### config.mk
export PLATFORM = sky130hd
export DESIGN_NAME = rkg_queue
export DESIGN_NICKNAME = d
export VERILOG_FILES = /design/src/design/rkg_pkg.sv /design/src/design/rkg_queue.sv
export SDC_FILE = /design/constraint.sdc
export NUM_CORES = 1
export LEC_CHECK = 0
export BUFFER_PORTS_ARGS = -buffer_cell sky130_fd_sc_hd__buf_2
export CAP_MARGIN = 25
export CORE_MARGIN = 5
export CORE_UTILIZATION = 45
export CTS_CLUSTER_DIAMETER = 50
export DETAILED_ROUTE_END_ITERATION = 12
export GPL_TIMING_DRIVEN = 0
export PLACE_DENSITY = 0.74
export RECOVER_POWER = 100
export SLEW_MARGIN = 30
export SYNTH_ARGS = -nofsm -noshare
export SYNTH_HDL_FRONTEND = slang
export SYNTH_SLANG_ARGS = --single-unit
### constraint.sdc
create_clock -name clk -period 3.55 [get_ports clk]
set_input_delay 0.5325 -clock clk [delete_from_list [all_inputs] [get_ports clk]]
set_output_delay 0.5325 -clock clk [all_outputs]
set_load 0.05 [all_outputs]
### src/design/rkg_pkg.sv
// Shared types, constants and the arctangent table of the radial k-space gridder.
`default_nettype none
package rkg_pkg;

	localparam int CORDIC_STEPS = 16;
	localparam int QUEUE_DEPTH = 4;
	localparam int QPTR_W = 2;

	localparam logic signed [28:0] PI_Q24 = 29'sd52707179;
	localparam logic signed [28:0] HALF_PI_Q24 = 29'sd26353589;
	localparam logic signed [33:0] CORDIC_GAIN_Q30 = 34'sd652032874;
	localparam logic [31:0] MARK_BITS = 32'h42C8_0000;
	localparam logic signed [43:0] COORD_BIAS = 44'sd8192;

	typedef enum logic [1:0] {
		CFG_GRID_WIDTH = 2'd0,
		CFG_CENTER_COLUMN = 2'd1,
		CFG_DELTA_K = 2'd2,
		CFG_MARK_ONLY = 2'd3
	} cfg_index_t;

	typedef struct packed {
		logic signed [27:0] radius;
		logic signed [28:0] angle;
		logic fold_neg;
		logic [31:0] re;
		logic [31:0] im;
	} rkg_entry_t;

	function automatic logic signed [28:0] atan_q24(input int step);
		logic signed [28:0] a;
		case (step)
			0: a = 29'sd13176795;
			1: a = 29'sd7778716;
			2: a = 29'sd4110060;
			3: a = 29'sd2086331;
			4: a = 29'sd1047214;
			5: a = 29'sd524117;
			6: a = 29'sd262123;
			7: a = 29'sd131069;
			8: a = 29'sd65536;
			9: a = 29'sd32768;
			10: a = 29'sd16384;
			11: a = 29'sd8192;
			12: a = 29'sd4096;
			13: a = 29'sd2048;
			14: a = 29'sd1024;
			default: a = 29'sd512;
		endcase
		return a;
	endfunction

endpackage
`default_nettype wire

### src/design/rkg_queue.sv
// Short queue that decouples the front end from the geometry pipeline.
`default_nettype none
module rkg_queue
	import rkg_pkg::*;
(
	input wire logic clk,
	input wire logic arst_n,
	input wire logic push,
	input wire rkg_entry_t wr_data,
	input wire logic pop,
	output rkg_entry_t rd_data,
	output logic not_empty,
	output logic not_full
);
	rkg_entry_t mem_q [QUEUE_DEPTH];
	logic [QPTR_W-1:0] wptr_q, rptr_q;
	logic [QPTR_W:0] count_q;

	assign not_empty = count_q != '0;
	assign not_full = count_q != (QPTR_W+1)'(QUEUE_DEPTH);
	assign rd_data = mem_q[rptr_q];

	always_ff @(posedge clk) begin
		if (push) begin
			mem_q[wptr_q] <= wr_data;
		end
	end

	always_ff @(posedge clk or negedge arst_n) begin
		if (!arst_n) begin
			wptr_q <= '0;
			rptr_q <= '0;
			count_q <= '0;
		end else begin
			if (push) wptr_q <= wptr_q + 1'b1;
			if (pop) rptr_q <= rptr_q + 1'b1;
			if (push && !pop) count_q <= count_q + 1'b1;
			else if (pop && !push) count_q <= count_q - 1'b1;
		end
	end

`ifndef NO_ASSERTIONS
	a_count_bound: assert property (@(posedge clk) disable iff (!arst_n)
		count_q <= (QPTR_W+1)'(QUEUE_DEPTH)) else $error("queue count overflow");
	a_push_grow: assert property (@(posedge clk) disable iff (!arst_n)
		push && !pop |=> count_q == $past(count_q) + 1'b1) else $error("push lost");
	a_pop_shrink: assert property (@(posedge clk) disable iff (!arst_n)
		pop && !push |=> count_q == $past(count_q) - 1'b1) else $error("pop lost");
`endif
endmodule
`default_nettype wire

==> results of run 1 <==
## sequential cells by signal (all words and copies together) (netlist names)
| name | count |
|---|---|
| count_q | 3 |
| mem_q | 488 |
| rptr_q | 2 |
| wptr_q | 2 |
## where the power goes
part	total, mW	switching (mW)	internal (mW)
clock network	5.50	2.16	3.34
logic	7.99	5.75	2.24
registers	7.87	0.224	7.65
total	21.4	8.14	13.2
## metal layers
metal / global-route usage (%) / vias to the layer above
met5: 0 / -
met4: 4.48 / 10
met3: 5.49 / 53
li1: - / 3549
met2: 26.0 / 260
met1: 20.8 / 4251
## critical path: stages (launching register included)
cell      delay (ns)
dfrtp_1         0.34
clkbuf_1        0.25
buf_2           0.40
buf_2           0.34
mux4_2          0.26
clkbuf_1        0.47
## cells in the mapped netlist (3+ instances only)
| cell type | n |
|---|---|
| clkbuf_1 | 4 |
| inv_1 | 4 |
| ha_1 | 5 |
| buf_2 | 15 |
| nand2_1 | 3 |
| dfrtp_1 | 7 |
| buf_6 | 8 |
| edfxtp_1 | 488 |
| xor2_1 | 4 |
| mux4_2 | 122 |
| and2_1 | 4 |
## cell families after synthesis
| kind of cell | Yosys count | share of synthesized area (%) |
|---|---|---|
| flip-flops | 495 | 82.5 |
| adder cells (fa/ha/maj) | 6 | 0.459 |
| buffers and inverters | 32 | 1.13 |
| XOR/XNOR | 6 | 0.292 |
| AO/OA/AOI/OAI | 1 | 0.0278 |
| multiplexers | 123 | 15.3 |
| AND/OR/NAND/NOR | 10 | 0.278 |
## layout make-up
cell class | count | share of cell area (%)
Multi-Input combinational cell | 146 | 13.7
Clock buffer | 61 | 6.28
Sequential cell | 495 | 68.6
Clock inverter | 34 | 1.91
Timing Repair Buffer | 262 | 5.53
Buffer | 28 | 0.863
Inverter | 4 | 0.0695
Tap cell | 525 | 3.04
## final timing paths
path / start / endpoint / slack, ns / cells after the start
min: pop / rptr_q[0] / 0.19 / 2
min in group asynchronous: arst_n / wptr_q[1] / 0.44 / 2
max: rptr_q[1] / rd_data[66] / 0.39 / 5
min reg2reg: count_q[2] / count_q[2] / 0.49 / 1
max in group asynchronous: arst_n / count_q[1] / 2.82 / 2
max reg2reg: wptr_q[1] / mem_q[1][20] / 0.47 / 5
## metrics by stage
stage / setup slack [ns] / TNS (ns) / util (%) / instance area [um^2]
after floorplan: 0.989 / 0 / - / 18000
after global placement: -0.344 / -158.93 / 50.2 / 19900
after detailed placement: 1.13 / 0 / 50.9 / 20200
after CTS: 0.496 / 0 / 55.4 / 21900
after global routing: 0.252 / 0 / 54.5 / 21600
final: 0.386 / 0 / 54.5 / 21600
## what timing repair did
item                                   4_1_cts  5_1_grt
setup endpoints to repair                    0        0
hold buffers                                 1        0
resized for setup                            0        0
endpoints found under the hold margin        7        0
buffers inserted                             0        0
==> results.json, run 1 <==
{
  "wl_um": 34900,
  "clock_latency_ns": 0.56,
  "grt_antenna_before_repair": 5,
  "path_clk_slew_ns": 0.06,
  "syn_area_per_cell_um2": 26.7,
  "cts_tree": "yes",
  "netlist_area_um2": 18000,
  "root_buffer": "clkbuf_16",
  "ant_nets": 0,
  "drive_gt1_share_pct": 28.6,
  "synth_flop_cell": "edfxtp_1",
  "final_cell_mix": "edfxtp_1, clkbuf_1, mux4_2",
  "ys_seq_elements": 495,
  "die_w_um": 210,
  "yosysTopAreaCell": "edfxtp_1",
  "top_layer": "met5",
  "critPathArrivalTime_ns": 2.63,
  "synth_fp_nets": 805,
  "violations": "capacitance limit, slew limit",
  "clock_path_buffers": 3,
  "drt_first_pass_iters": 4,
  "multiInputGateArea_um2": 2950,
  "wl_per_cell_um": 22.5,
  "diodes": 0,
  "crit_path_end_kind": "output pin",
  "start_util_pct": 45.4,
  "grt_pass1_wl_um": 53300,
  "final_common_cell": "edfxtp_1",
  "async_reset_ff_share_pct": 1.41,
  "p_total_mw": 21.4,
  "skew_ns": 0.00978,
  "finalCriticalPeriod_ns": 3.16,
  "cts_made_buffers": 51,
  "placed_cells": 1459,
  "instances_no_fill": 1555,
  "grt_max_degree": 41,
  "regArea_um2": 14800,
  "ioPinCount": 250,
  "peakVddDrop_mv": 0.554,
  "synth.area.top_cells": "edfxtp_1, mux4_2, dfrtp_1",
  "setup_viol": 0,
  "drv_cap": 4,
  "tightest_slew_ns": 1.91,
  "io_buffers": 249,
  "core-area_um2": 39600,
  "leakage_nw": 6.96,
  "whs_ns": 0.188,
  "vias": 8123,
  "relSlewSlack_pct": -27.5,
  "hold_path_class": "input port to flop",
  "crit_path_start_kind": "flop",
  "power_density_nw_per_um2": 989,
  "drtIter0Drc": 408,
  "met3_length_um": 2960,
  "grt-ovfl-total": 0,
  "grt_pass1_vias": 8899,
  "drv_slew": 105,
  "fill_cells": 3085,
  "cts_sinks": 495,
  "synth_warnings": 0,
  "synth-edff-count": 488,
  "hpwl_um": 22300,
  "num_rows": 73,
  "met1Wirelength_um": 13800,
  "place_congestion": 0.733,
  "routed-wl-met2_um": 17400,
  "synth_cell_types": 18,
  "hold_viol": 0,
  "fmax_mhz": 316,
  "dieArea_um2": 44100,
  "critPathMaxFanout": 10,
  "grt.total_usage_pct": 16.0,
  "outcome": "complete, but fails checks",
  "critPathKind": "flop to output pin",
  "fin_crit_sh_pct": 89.1,
  "rsz0062_at_grt": "false",
  "htreeDepth": 2,
  "synth_cells": 673,
  "drc": 0,
  "yosysTopAreaCellShare_pct": 81.5,
  "yosysSeqAreaShare_pct": 82.5,
  "cp.required_ns": 3.02,
  "die_h_um": 210,
  "syn_to_final_growth_pct": 20.1,
  "nNetsFinal": 1120,
  "vias_per_cell": 5.22
}
Note: power is estimated with default switching activity, not from simulation.
==> run 2, diff against run 1 <==
--- a/config.mk
+++ b/config.mk
@@ -12,6 +12,7 @@
 export CTS_CLUSTER_DIAMETER = 50
 export DETAILED_ROUTE_END_ITERATION = 12
 export GPL_TIMING_DRIVEN = 0
+export MAX_ROUTING_LAYER = met4
 export PLACE_DENSITY = 0.74
 export RECOVER_POWER = 100
 export SLEW_MARGIN = 30
==> run 2 against run 1 <==
Against the previous run: the run still ends with capacitance limit, slew limit left; clock skew increased by 0.0012 ns; utilization down 0.12 points; fmax fell by 0.46%; worst setup slack worse by 0.015 ns; non-clock buffer count unchanged; via count hardly changed; combinational power down 0.6%; sequential power about the same; first-iteration DRC count down 0.98%; sequential cell count unchanged; hold slack got worse by 0.0023 ns; clock power about the same; largest cell class unchanged; largest power group unchanged.
==> results.json, run 2 (synthesized netlist as in run 1, its figures left out) <==
{
  "largest_reg_flops": 488,
  "vias": 8121,
  "cp.required_ns": 3.02,
  "power_density_nw_per_um2": 989,
  "largestRegisters": "mem_q x488, count_q x3",
  "cts_sinks": 495,
  "grt-ovfl-total": 0,
  "syn_to_final_growth_pct": 19.9,
  "drtIter0Drc": 404,
  "fin_util_pct": 54.4,
  "p_total_mw": 21.3,
  "leakage_nw": 6.93,
  "nNetsFinal": 1120,
  "die_w_um": 210,
  "start_util_pct": 45.4,
  "placed_cell_area_um2": 20200,
  "grt_max_degree": 41,
  "core-area_um2": 39600,
  "fill_cells": 3098,
  "place_ws_ns": 1.13,
  "setup_viol": 0,
  "drt_first_pass_iters": 5,
  "hpwl_um": 22300,
  "drv_slew": 115,
  "drive_gt1_share_pct": 27.9,
  "cts_made_buffers": 51,
  "grt_pass1_wl_um": 53300,
  "num_rows": 73,
  "vias_per_cell": 5.21,
  "critPathArrivalTime_ns": 2.65,
  "peakVddDrop_mv": 0.554,
  "critPathKind": "flop to output pin",
  "dieArea_um2": 44100,
  "grt_antenna_before_repair": 5,
  "cts_tree": "yes",
  "fmax_mhz": 315,
  "final_common_cell": "edfxtp_1",
  "hold_viol": 0,
  "path_clk_slew_ns": 0.06,
  "r2r_slack_ns": 0.48,
  "ctsResizeCount": 0,
  "ant_nets": 0,
  "violations": "capacitance limit, slew limit",
  "drv_cap": 4,
  "drc": 0,
  "die_h_um": 210,
  "ioPinCount": 250,
  "grt_pass1_vias": 8891,
  "relSlewSlack_pct": -31.3,
  "critPathMaxFanout": 10,
  "wl_um": 34900,
  "crit_path_start_kind": "flop",
  "grt.total_usage_pct": 16.5,
  "wl_per_cell_um": 22.4,
  "clock_path_buffers": 3,
  "outcome": "complete, but fails checks",
  "fin_crit_sh_pct": 89.5,
  "io_buffers": 249,
  "hold_path_class": "input port to flop",
  "rsz0062_at_grt": "false",
  "tightest_slew_ns": 1.97,
  "crit_path_end_kind": "output pin",
  "htreeDepth": 2,
  "clock_latency_ns": 0.56,
  "final_cell_mix": "edfxtp_1, clkbuf_1, mux4_2",
  "root_buffer": "clkbuf_16",
  "worst_slack_ns": 0.371,
  "place_congestion": 0.744,
  "top_register": "mem_q",
  "fin_area_um2": 21600,
  "finalSetupTns_ns": 0,
  "finalCriticalPeriod_ns": 3.18,
  "skew_ns": 0.0110
}
run 2: where the power goes:
part	switching (mW)	internal [mW]	leakage, nW
clock network	2.17	3.34	0.860
logic	5.75	2.19	1.50
registers	0.224	7.65	4.56
total	8.14	13.2	6.93
run 2: through the flow:
step,std cells,hold slack (ns)
after floorplan,673,0.237
after global placement,1447,0.373
after detailed placement,1459,0.383
after CTS,1555,0.130
after global routing,1560,0.164
final,1560,0.186
run 2: final cells by class:
| cell class | count | area, um^2 | area share (%) |
|---|---|---|---|
| plain buffers | 28 | 185 | 0.859 |
| repair buffers | 262 | 1130 | 5.26 |
| diodes | 5 | 12.5 | 0.0580 |
| inverters | 4 | 15.0 | 0.0697 |
| flip-flops and latches | 495 | 14800 | 68.8 |
| clock inverters | 34 | 412 | 1.91 |
| clock buffers | 61 | 1360 | 6.29 |
| well taps | 525 | 657 | 3.05 |
| multi-input cells | 146 | 2960 | 13.7 |
run 2: final timing paths:
| path | start | to | depth (start not counted) |
|---|---|---|---|
| setup reg to reg | wptr_q[1] | mem_q[1][20] | 5 |
| hold reg to reg | count_q[2] | count_q[2] | 1 |
| min in group asynchronous | arst_n | wptr_q[0] | 2 |
| hold / removal | pop | rptr_q[0] | 2 |
| setup / recovery | rptr_q[1] | rd_data[70] | 5 |
| max in group asynchronous | arst_n | count_q[0] | 2 |
run 2: timing repair:
action                                 4_1_cts  5_1_grt
hold buffers                                 1        0
endpoints found under the hold margin        7        0
setup buffers                                0        0
run 2: critical path: stages, from the launching register on:
cell	delay (ns)
dfrtp_1	0.33
clkbuf_1	0.25
buf_2	0.40
buf_2	0.35
mux4_2	0.26
clkbuf_1	0.48
run 2: routing by layer:
metal	global-route usage [%]	share of wire (%)	wire, um	vias up
met5	-	0	0	-
met1	21.1	40	14000	4239
met4	4.48	1.8	638	0
li1	-	-	-	3556
met2	25.9	50	17300	282
met3	5.23	8.5	2950	44
