$ cat src/design/rkg_pkg.sv
// Shared types, constants and the arctangent table of the radial k-space gridder.
`default_nettype none
package rkg_pkg;

	localparam int CORDIC_STEPS = 16;
	localparam int QUEUE_DEPTH = 4;
	localparam int QPTR_W = 2;

	localparam logic signed [28:0] PI_Q24 = 29'sd52707179;
	localparam logic signed [28:0] HALF_PI_Q24 = 29'sd26353589;
	localparam logic signed [33:0] CORDIC_GAIN_Q30 = 34'sd652032874;
	localparam logic [31:0] MARK_BITS = 32'h42C8_0000;
	localparam logic signed [43:0] COORD_BIAS = 44'sd8192;

	typedef enum logic [1:0] {
		CFG_GRID_WIDTH = 2'd0,
		CFG_CENTER_COLUMN = 2'd1,
		CFG_DELTA_K = 2'd2,
		CFG_MARK_ONLY = 2'd3
	} cfg_index_t;

	typedef struct packed {
		logic signed [27:0] radius;
		logic signed [28:0] angle;
		logic fold_neg;
		logic [31:0] re;
		logic [31:0] im;
	} rkg_entry_t;

	function automatic logic signed [28:0] atan_q24(input int step);
		logic signed [28:0] a;
		case (step)
			0: a = 29'sd13176795;
			1: a = 29'sd7778716;
			2: a = 29'sd4110060;
			3: a = 29'sd2086331;
			4: a = 29'sd1047214;
			5: a = 29'sd524117;
			6: a = 29'sd262123;
			7: a = 29'sd131069;
			8: a = 29'sd65536;
			9: a = 29'sd32768;
			10: a = 29'sd16384;
			11: a = 29'sd8192;
			12: a = 29'sd4096;
			13: a = 29'sd2048;
			14: a = 29'sd1024;
			default: a = 29'sd512;
		endcase
		return a;
	endfunction

endpackage
`default_nettype wire

$ cat src/design/rkg_front.sv
// Front end: classifies an item, computes its radius and folds its angle.
`default_nettype none
module rkg_front
	import rkg_pkg::*;
#(
	parameter int MAX_COLUMNS = 1024
) (
	input wire logic [9:0] sample_index,
	input wire logic signed [15:0] ray_angle,
	input wire logic [31:0] sample_re,
	input wire logic [31:0] sample_im,
	input wire logic line_acquired,
	input wire logic [9:0] center_column,
	input wire logic [15:0] delta_k_q8,
	input wire logic mark_only,
	output rkg_entry_t entry,
	output logic keep
);
	logic signed [10:0] diff;
	logic signed [28:0] z;

	always_comb begin
		keep = line_acquired && (13'(sample_index) < 13'(MAX_COLUMNS));
		diff = $signed({1'b0, sample_index}) - $signed({1'b0, center_column});
		entry.radius = 28'(diff) * $signed({12'b0, delta_k_q8});
		z = {{2{ray_angle[15]}}, ray_angle, 11'b0};
		entry.fold_neg = 1'b0;
		entry.angle = z;
		if (z > HALF_PI_Q24) begin
			entry.angle = z - PI_Q24;
			entry.fold_neg = 1'b1;
		end else if (z < -HALF_PI_Q24) begin
			entry.angle = z + PI_Q24;
			entry.fold_neg = 1'b1;
		end
		entry.re = mark_only ? MARK_BITS : sample_re;
		entry.im = mark_only ? MARK_BITS : sample_im;
	end
endmodule
`default_nettype wire

$ cat config.mk
export PLATFORM = sky130hd
export DESIGN_NAME = rkg_front
export DESIGN_NICKNAME = d
export VERILOG_FILES = /design/src/design/rkg_pkg.sv /design/src/design/rkg_front.sv
export SDC_FILE = /design/constraint.sdc
export NUM_CORES = 1
export LEC_CHECK = 0
export BUFFER_PORTS_ARGS = -buffer_cell sky130_fd_sc_hd__buf_2
export CAP_MARGIN = 10
export CORE_UTILIZATION = 55
export DETAILED_ROUTE_END_ITERATION = 7
export PLACE_DENSITY = 0.84
export SLEW_MARGIN = 15
export SYNTH_ARGS = -nofsm -noshare
export SYNTH_HDL_FRONTEND = slang
export SYNTH_SLANG_ARGS = --single-unit
$ cat constraint.sdc
create_clock -name vclk -period 8.4
set_clock_uncertainty 0.1 [all_clocks]
set_input_delay 0.42 -clock vclk [all_inputs]
set_output_delay 0.42 -clock vclk [all_outputs]
set_load 0.02 [all_outputs]
==> impl_results.md, run 1 <==
* Status: finished clean
* Seq_cells at 0
* Die ar. at 0.0156 mm²
* Slowest stage delay, CP at 560 ps
* Crit path max fanout at 16
* Max Slew Vio Count at 0
* DP HPWL at 18300 µm
* Die Width at 125 µm
* Initial Utilization at 56.9%
* Top post-synthesis cells by area: fa_1 31%, ha_1 14%, inv_1 8.9%
* Hold Vio Cnt, Final at 0
* Final WL at 22000 µm
* Share of the synthesized area in the top cell type at 30.5%
* Hold depth at 0
* Total track usage at 28.1%
* GPL Wtd Cong at 0.906
* Storage element area at 0 µm²
* RSZ-0062 raised after global routing: no
* # IOs at 241
* Clk_buf instances at 0
* Tcrit/Tclk final at 95.0%
* Hold wc startpoint: line_acquired
* Die Y at 125 µm
* Slew margin rel. at 36.7%
* Layout cells sized above 1 at 22.8%
* Wire length on met1 at 9060 µm
* FILL cells at 1274
* Setup TNS at 0 ps
* Largest net degree at the start of global routing at 65
* Syn_area_per_cell at 7.80 µm²
* Worst-margin pin slew at 950 ps
* Post-CTS Setup Inserts at 0
* Min cycle time layout at 7980 ps
* Core ar. at 0.0146 mm²
* Vias/cell at 5.52
* Met3 wire length at 1310 µm
* Startpoint types: primary input
* Post-synthesis cell type count at 64
* Post-Synthesis Cells at 1068
* Non-Filler Instances at 1433
* Number of setup violations in the final report at 0
* DR pass1 iterations at 8
* Post-CTS resize count at 0
* First-pass GRT wire length at 36500 µm
* # rows at 44
* CP Buf/Inv Count at 7
* DRC at 0
* Initial antenna violation count at 2
* Vias in the first global route at 7916
* Cell total after placement at 1431
* Most area-hungry cell type in the Yosys netlist: fa_1
* GR Overflow Total at 0
* CP top delay family: adder cells
* Hold_buf cts at 0
* Area delta synth->final at 14.1%
* Worst EP arrival at 7460 ps
* Worst setup EP type: primary output
* WP data required at 7880 ps
* Hold crit path type: in -> out
* PortBufs at 239
* Register area share after synthesis at 0%
* DR WL/cell at 15.3 µm
* Max Used Layer: met4
* Synthesis warning total at 0
* Initial DRC Count at 522
* DR WL met2 at 11200 µm
* Final nets at 1589
* Cell mode on critical path: fa_1
* CP max-delay cell: fa_1
* Synthesized Nets at 1408
* Max Cap Viol at 0
* CP Class: in -> out
* Detail Route Antenna Nets at 0
* Vias at 7913
* Hold path endpoint: keep
* Synth Cell Area at 0.00833 mm²
* Fmax at 125 MHz
[cell usage after synthesis, types with 13 or more instances]
cell and instances:
nor2b_1 79, ha_1 95, inv_1 197, buf_4 16, nor2_1 19, and2_1 56
xor2_1 13, nor3_1 27, fa_1 127, clkbuf_1 43, o21ai_0 19, nand2_1 137
xnor2_1 30, a21oi_1 28
[cell families (layout without fill, tap and decap cells)]
| kind of cell | after synthesis | in the layout | share of synthesized area [%] |
|---|---|---|---|
| AND/OR/NAND/NOR | 383 | 383 | 24.1 |
| adder cells (fa/ha/maj) | 222 | 222 | 44.8 |
| XOR/XNOR | 43 | 43 | 4.52 |
| other | 0 | 2 | 0 |
| AO/OA/AOI/OAI | 137 | 137 | 11.9 |
| multiplexers | 11 | 11 | 1.32 |
| buffers and inverters | 272 | 451 | 13.3 |
[final cells by class]
class | count | area, µm² | share of cell area, %
Tap cell | 184 | 230 | 2.42
Inverter | 199 | 747 | 7.85
Antenna cell | 2 | 5.00 | 0.0526
Multi-Input combinational cell | 796 | 7230 | 76.1
Timing Repair Buffer | 252 | 1290 | 13.6
[layer usage]
layer,vias up,GRT usage (%)
met4,0,7.10
met3,32,2.74
met1,3831,36.2
met2,320,50.6
li1,3730,-
met5,-,0
[per-stage QoR]
step                      utilization [%]  setup slack, ps  area (µm²)  hold WS, ps
after floorplan                         -             1020        8330          853
after global placement               64.9              572        9500          740
after detailed placement             64.9              386        9500          740
after CTS                            64.9              349        9500          740
after global routing                 64.9             62.7        9510          740
final                                64.9              421        9510          740
[layout by cell type (no fill, tap or decap), types with 4 or more instances in the layout]
cell and count:
or3_1 8, nor4_1 8, o221ai_1 6, o21ai_0 19, ha_1 95, nand3_1 5
o21ai_1 9, mux2i_1 11, a31oi_1 8, xor2_1 13, fa_1 127, buf_2 239
nor3_1 27, a21oi_2 4, nand2_1 137, nor2b_1 79, inv_1 197, a21oi_1 27
o2111ai_1 10, xnor2_1 30, nor2_1 19, nor3b_1 11, a21o_1 12, nand3b_1 10
buf_4 13, or2_2 12, and2_1 56, a311oi_1 8
[how the worst max path moves through the flow]
stage | from | end | depth (start not counted) | slack [ps]
after floorplan | sample_index[0] | entry[121] | 26 | 1020
after global placement | center_column[1] | entry[121] | 26 | 570
after detailed placement | center_column[1] | entry[115] | 27 | 390
after CTS | center_column[1] | entry[115] | 27 | 350
after global routing | sample_index[0] | entry[121] | 29 | 60
final | sample_index[0] | entry[121] | 29 | 420
Power of run 1 is left out: the tool's default activity adds up to more than one toggle a clock period on the data nets, which glitch-free logic cannot reach.
==> inputs of run 2 (changes only) <==
- CELL_PAD_IN_SITES_DETAIL_PLACEMENT: not set -> 1
- CELL_PAD_IN_SITES_GLOBAL_PLACEMENT: not set -> 1
- CORE_UTILIZATION: 55 -> 40
- PLACE_DENSITY: 0.84 -> not set
- PLACE_DENSITY_LB_ADDON: not set -> 0.1
==> run 2 against run 1 <==
  * Final cell count rose by 6.0%
  * Highest routed layer is now met5
  * Critical endpoint unchanged
  * First-iteration DRC count is 46% lower
  * Non-clock buffer count grew 2
  * Hold slack barely moved
  * Fmax down 0.79%
  * Count of clock-buffer cells in the layout unchanged
  * Via count down 2.9%
  * Sequential cell count stayed put
==> impl_results.md, run 2 (same netlist as run 1, synthesis figures left out) <==
* Fmax at 124 MHz (-0.79%)
* Final WL at 23800 µm (+8.4%)
* # rows at 52 (+18%)
* Largest net degree at the start of global routing at 65 (unchanged)
* Storage element area at 0 µm² (unchanged)
* Met3 wire length at 835 µm (-36%)
* DR WL/cell at 15.7 µm (+2.3%)
* Clk_buf instances at 0 (unchanged)
* Non-Filler Instances at 1519 (+6.0%)
* Vias at 7680 (-2.9%)
* GPL Wtd Cong at 0.805 (-11%)
* Area delta synth->final at 16.0%
* Worst setup startpoint: sample_index[0]
* Number of setup violations in the final report at 0 (unchanged)
* Tcrit/Tclk final at 95.7% (+0.75 points)
* Status: finished clean
* DR WL met2 at 12200 µm (+8.9%)
* Final hold slack at 740 ps (-0.158 ps)
* WP depth at 28 (-3.4%)
* # IOs at 241 (unchanged)
* Commonest non-fill, non-tap cell in the layout: buf_2
* Initial Utilization at 41.1% (-16 points)
* Min cycle time layout at 8040 ps (+63.2 ps)
* Initial DRC Count at 284 (-46%)
* Worst-margin pin slew at 987 ps (+37.5 ps)
* Max Cap Viol at 0 (unchanged)
* Die ar. at 0.0214 mm² (+37%)
* Die Y at 146 µm (+17%)
* Crit path max fanout at 6 (-10)
* Die Width at 146 µm (+17%)
* Final nets at 1591 (+0.13%)
* Cell mode on critical path: fa_1
* Diode count at 0 (-2)
* Seq_cells at 0 (unchanged)
* Most frequent cells in the layout: 239 x buf_2, 197 x inv_1, 137 x nand2_1
* Initial antenna violation count at 1 (-1)
* Layout cells sized above 1 at 23.3% (+0.52 points)
* CP top delay family: adder cells
* RSZ-0062 raised after global routing: no
* Wire length on met1 at 10400 µm (+15%)
* Core ar. at 0.0203 mm² (+39%)
* Vias in the first global route at 8006 (+1.1%)
* Hold wc startpoint: line_acquired
* CP Class: in -> out
* GR Overflow Total at 0 (unchanged)
* Vias/cell at 5.06 (-8.4%)
* Worst setup EP type: primary output
* Detail Route Antenna Nets at 0 (unchanged)
* Hold depth at 0 (unchanged)
* CP Buf/Inv Count at 7 (unchanged)
* Slew margin rel. at 34.2% (-2.5 points)
* CP max-delay cell: fa_1
* PortBufs at 239 (unchanged)
* Worst EP arrival at 7520 ps (+60 ps)
* Hold crit path type: in -> out
* WP data required at 7880 ps (about the same)
* Max Slew Vio Count at 0 (unchanged)
* DRC at 0 (unchanged)
* Cell total after placement at 1518 (+6.1%)
* First-pass GRT wire length at 39100 µm (+7.0%)
* Total track usage at 22.2% (-6.0 points)
* Max Used Layer: met5
* Hold Vio Cnt, Final at 0 (unchanged)
* Slowest stage delay, CP at 550 ps (about the same)
* DR pass1 iterations at 4 (-4)
* Setup TNS at 0 ps (unchanged)
* DP HPWL at 20700 µm (+13%)
* Startpoint types: primary input
## run 2: cell types whose count changed in the layout (fill, tap and decap cells not counted), moves of 2 or more
cell,change
diode_2,-2
buf_4,+2
xnor2_2,+3
xnor2_1,-3
## run 2: metrics by stage
step | setup WS (ps) | area (µm²) | utilization [%]
final | 358 | 9660 | 47.6
after global routing | 37.6 | 9660 | 47.6
after CTS | 289 | 9620 | 47.4
after detailed placement | 321 | 9620 | 47.4
after global placement | 405 | 9620 | 47.4
after floorplan | 1020 | 8330 | -
## run 2: per-layer routing
| layer | up-vias | global-route usage, % |
|---|---|---|
| met4 | 2 | 2.81 |
| met2 | 151 | 40.1 |
| met5 | - | 0 |
| li1 | 3730 | - |
| met1 | 3777 | 29.9 |
| met3 | 20 | 1.00 |
## run 2: what timing repair did
| action | in CTS | in global routing |
|---|---|---|
| buffers inserted | 0 | 1 |
| endpoints found under the setup margin | 0 | 4 |
| gates resized for setup | 0 | 4 |
| hold buffers | 0 | 0 |
## run 2: area by class of cell
type,instances,area (µm²)
multi-input cells,796,7270
repair buffers,254,1310
fillers,2641,10600
inverters,199,747
well taps,270,338
## run 2: worst paths after layout
kind,endpoint,slack (ps)
max,entry[121],360
min,keep,740
Power of run 2 is left out for the same reason.
==> inputs of run 3 (changes only) <==
- REMOVE_ABC_BUFFERS: not set -> 1
==> run 3 against run 2 <==
  * Sequential cell count unchanged
  * Critical path depth up 1
  * Worst setup slack improved by 59 ps
  * Via count is 1.8% higher
  * Count of clock-buffer cells in the layout did not move
  * Routed wire length grew 9.1%
  * Design area shrank 0.13%
  * Core utilization fell by 0.062 points
  * Hold slack about the same
  * Global-route usage increased by 2.6 points
  * Largest cell class unchanged
==> impl_results.md, run 3 (same netlist as run 1, synthesis figures left out) <==
* Worst setup EP type: primary output
* Vias/cell at 5.13 (+1.4%)
* Post-CTS resize count at 0 (unchanged)
* Storage element area at 0 µm² (unchanged)
* Die ar. at 0.0214 mm² (unchanged)
* Initial antenna violation count at 3 (+2)
* GPL Wtd Cong at 0.814 (+1.1%)
* Cell mode on critical path: fa_1
* Largest net degree at the start of global routing at 65 (unchanged)
* Commonest non-fill, non-tap cell in the layout: buf_2
* Hold Vio Cnt, Final at 0 (unchanged)
* Hold_buf cts at 0 (unchanged)
* DR WL/cell at 17.0 µm (+8.8%)
* Die Y at 146 µm (unchanged)
* Worst setup startpoint: sample_index[0]
* Max Cap Viol at 0 (unchanged)
* DR pass1 iterations at 4 (unchanged)
* Die Width at 146 µm (unchanged)
* Final WL at 26000 µm (+9.1%)
* Clk_buf instances at 0 (unchanged)
* CP max-delay cell: fa_1
* Area delta synth->final at 15.8%
* Hold depth at 0 (unchanged)
* Worst-margin pin slew at 1050 ps (+63.7 ps)
* Most frequent cells in the layout: 239 x buf_2, 197 x inv_1, 137 x nand2_1
* Crit path max fanout at 6 (unchanged)
* DP HPWL at 22100 µm (+7.1%)
* GR Overflow Total at 0 (unchanged)
* Number of setup violations in the final report at 0 (unchanged)
* Total track usage at 24.8% (+2.6 points)
* Setup TNS at 0 ps (unchanged)
* RSZ-0062 raised after global routing: no
* Vias in the first global route at 8188 (+2.3%)
* Hold path endpoint: keep
* Slowest stage delay, CP at 550 ps (about the same)
* DRC at 0 (unchanged)
* # IOs at 241 (unchanged)
* # rows at 52 (unchanged)
* FILL cells at 2583 (-2.2%)
* Seq_cells at 0 (unchanged)
* WP data required at 7880 ps (about the same)
* Detail Route Antenna Nets at 0 (unchanged)
* Max Slew Vio Count at 0 (unchanged)
* Tcrit/Tclk final at 95.0% (-0.70 points)
* Layout cells sized above 1 at 23.1% (-0.20 points)
* Post-CTS Setup Inserts at 0 (unchanged)
* Fmax at 125 MHz (+0.74%)
* Final nets at 1593 (+0.13%)
* PortBufs at 239 (unchanged)
* Vias at 7817 (+1.8%)
* Slew margin rel. at 29.6% (-4.6 points)
* Multi-input gate area at 0.00723 mm² (-0.48%)
* Hold crit path type: in -> out
* Status: finished clean
* Non-Filler Instances at 1524 (+0.33%)
* Cell total after placement at 1521 (+0.20%)
* Initial DRC Count at 245 (-14%)
* Hold wc startpoint: line_acquired
* Initial Utilization at 41.1% (unchanged)
* CP Class: in -> out
* Core ar. at 0.0203 mm² (unchanged)
* Worst EP arrival at 7460 ps (-60 ps)
* Min cycle time layout at 7980 ps (-58.7 ps)
* First-pass GRT wire length at 43300 µm (+11%)
* Startpoint types: primary input
==> run 3: worst max path at each step <==
stage and endpoint:
2_1_floorplan entry[121], 3_3_place_gp entry[121], 3_5_place_dp entry[121], 4_1_cts entry[121], 5_1_grt entry[115], 6_report entry[115]
==> run 3: layout make-up <==
cell class | instances | share of cell area, %
Multi-Input combinational cell | 796 | 75.0
Inverter | 199 | 7.74
Antenna cell | 3 | 0.0778
Timing Repair Buffer | 256 | 13.7
Tap cell | 270 | 3.50
==> run 3: metal layers <==
layer	routed length, µm	track usage, %	vias to the layer above	share of wire, %
li1	-	-	3730	-
met1	11800	33.7	3871	45
met2	12800	44.3	206	49
met3	1240	1.94	10	4.8
met4	127	1.98	0	0.49
met5	0	0	-	0
==> run 3: metrics by stage <==
step	cell area [µm²]	setup WS (ps)	hold slack [ps]	util [%]
2_1_floorplan	7970	487	740	-
3_3_place_gp	9640	457	740	47.5
3_5_place_dp	9640	384	740	47.5
4_1_cts	9640	341	740	47.5
5_1_grt	9650	3.72	740	47.5
6_report	9650	417	740	47.5
==> run 3: critical path: cells and delay by family <==
kind	cells	cell delay (ps)
AOI/OAI and AO/OA	11	2340
and+or+nand+nor	2	420
xor gates and xnor gates	1	120
buffers and inverters	7	560
adders and majority gates	8	3610
Power of run 3 is left out for the same reason.
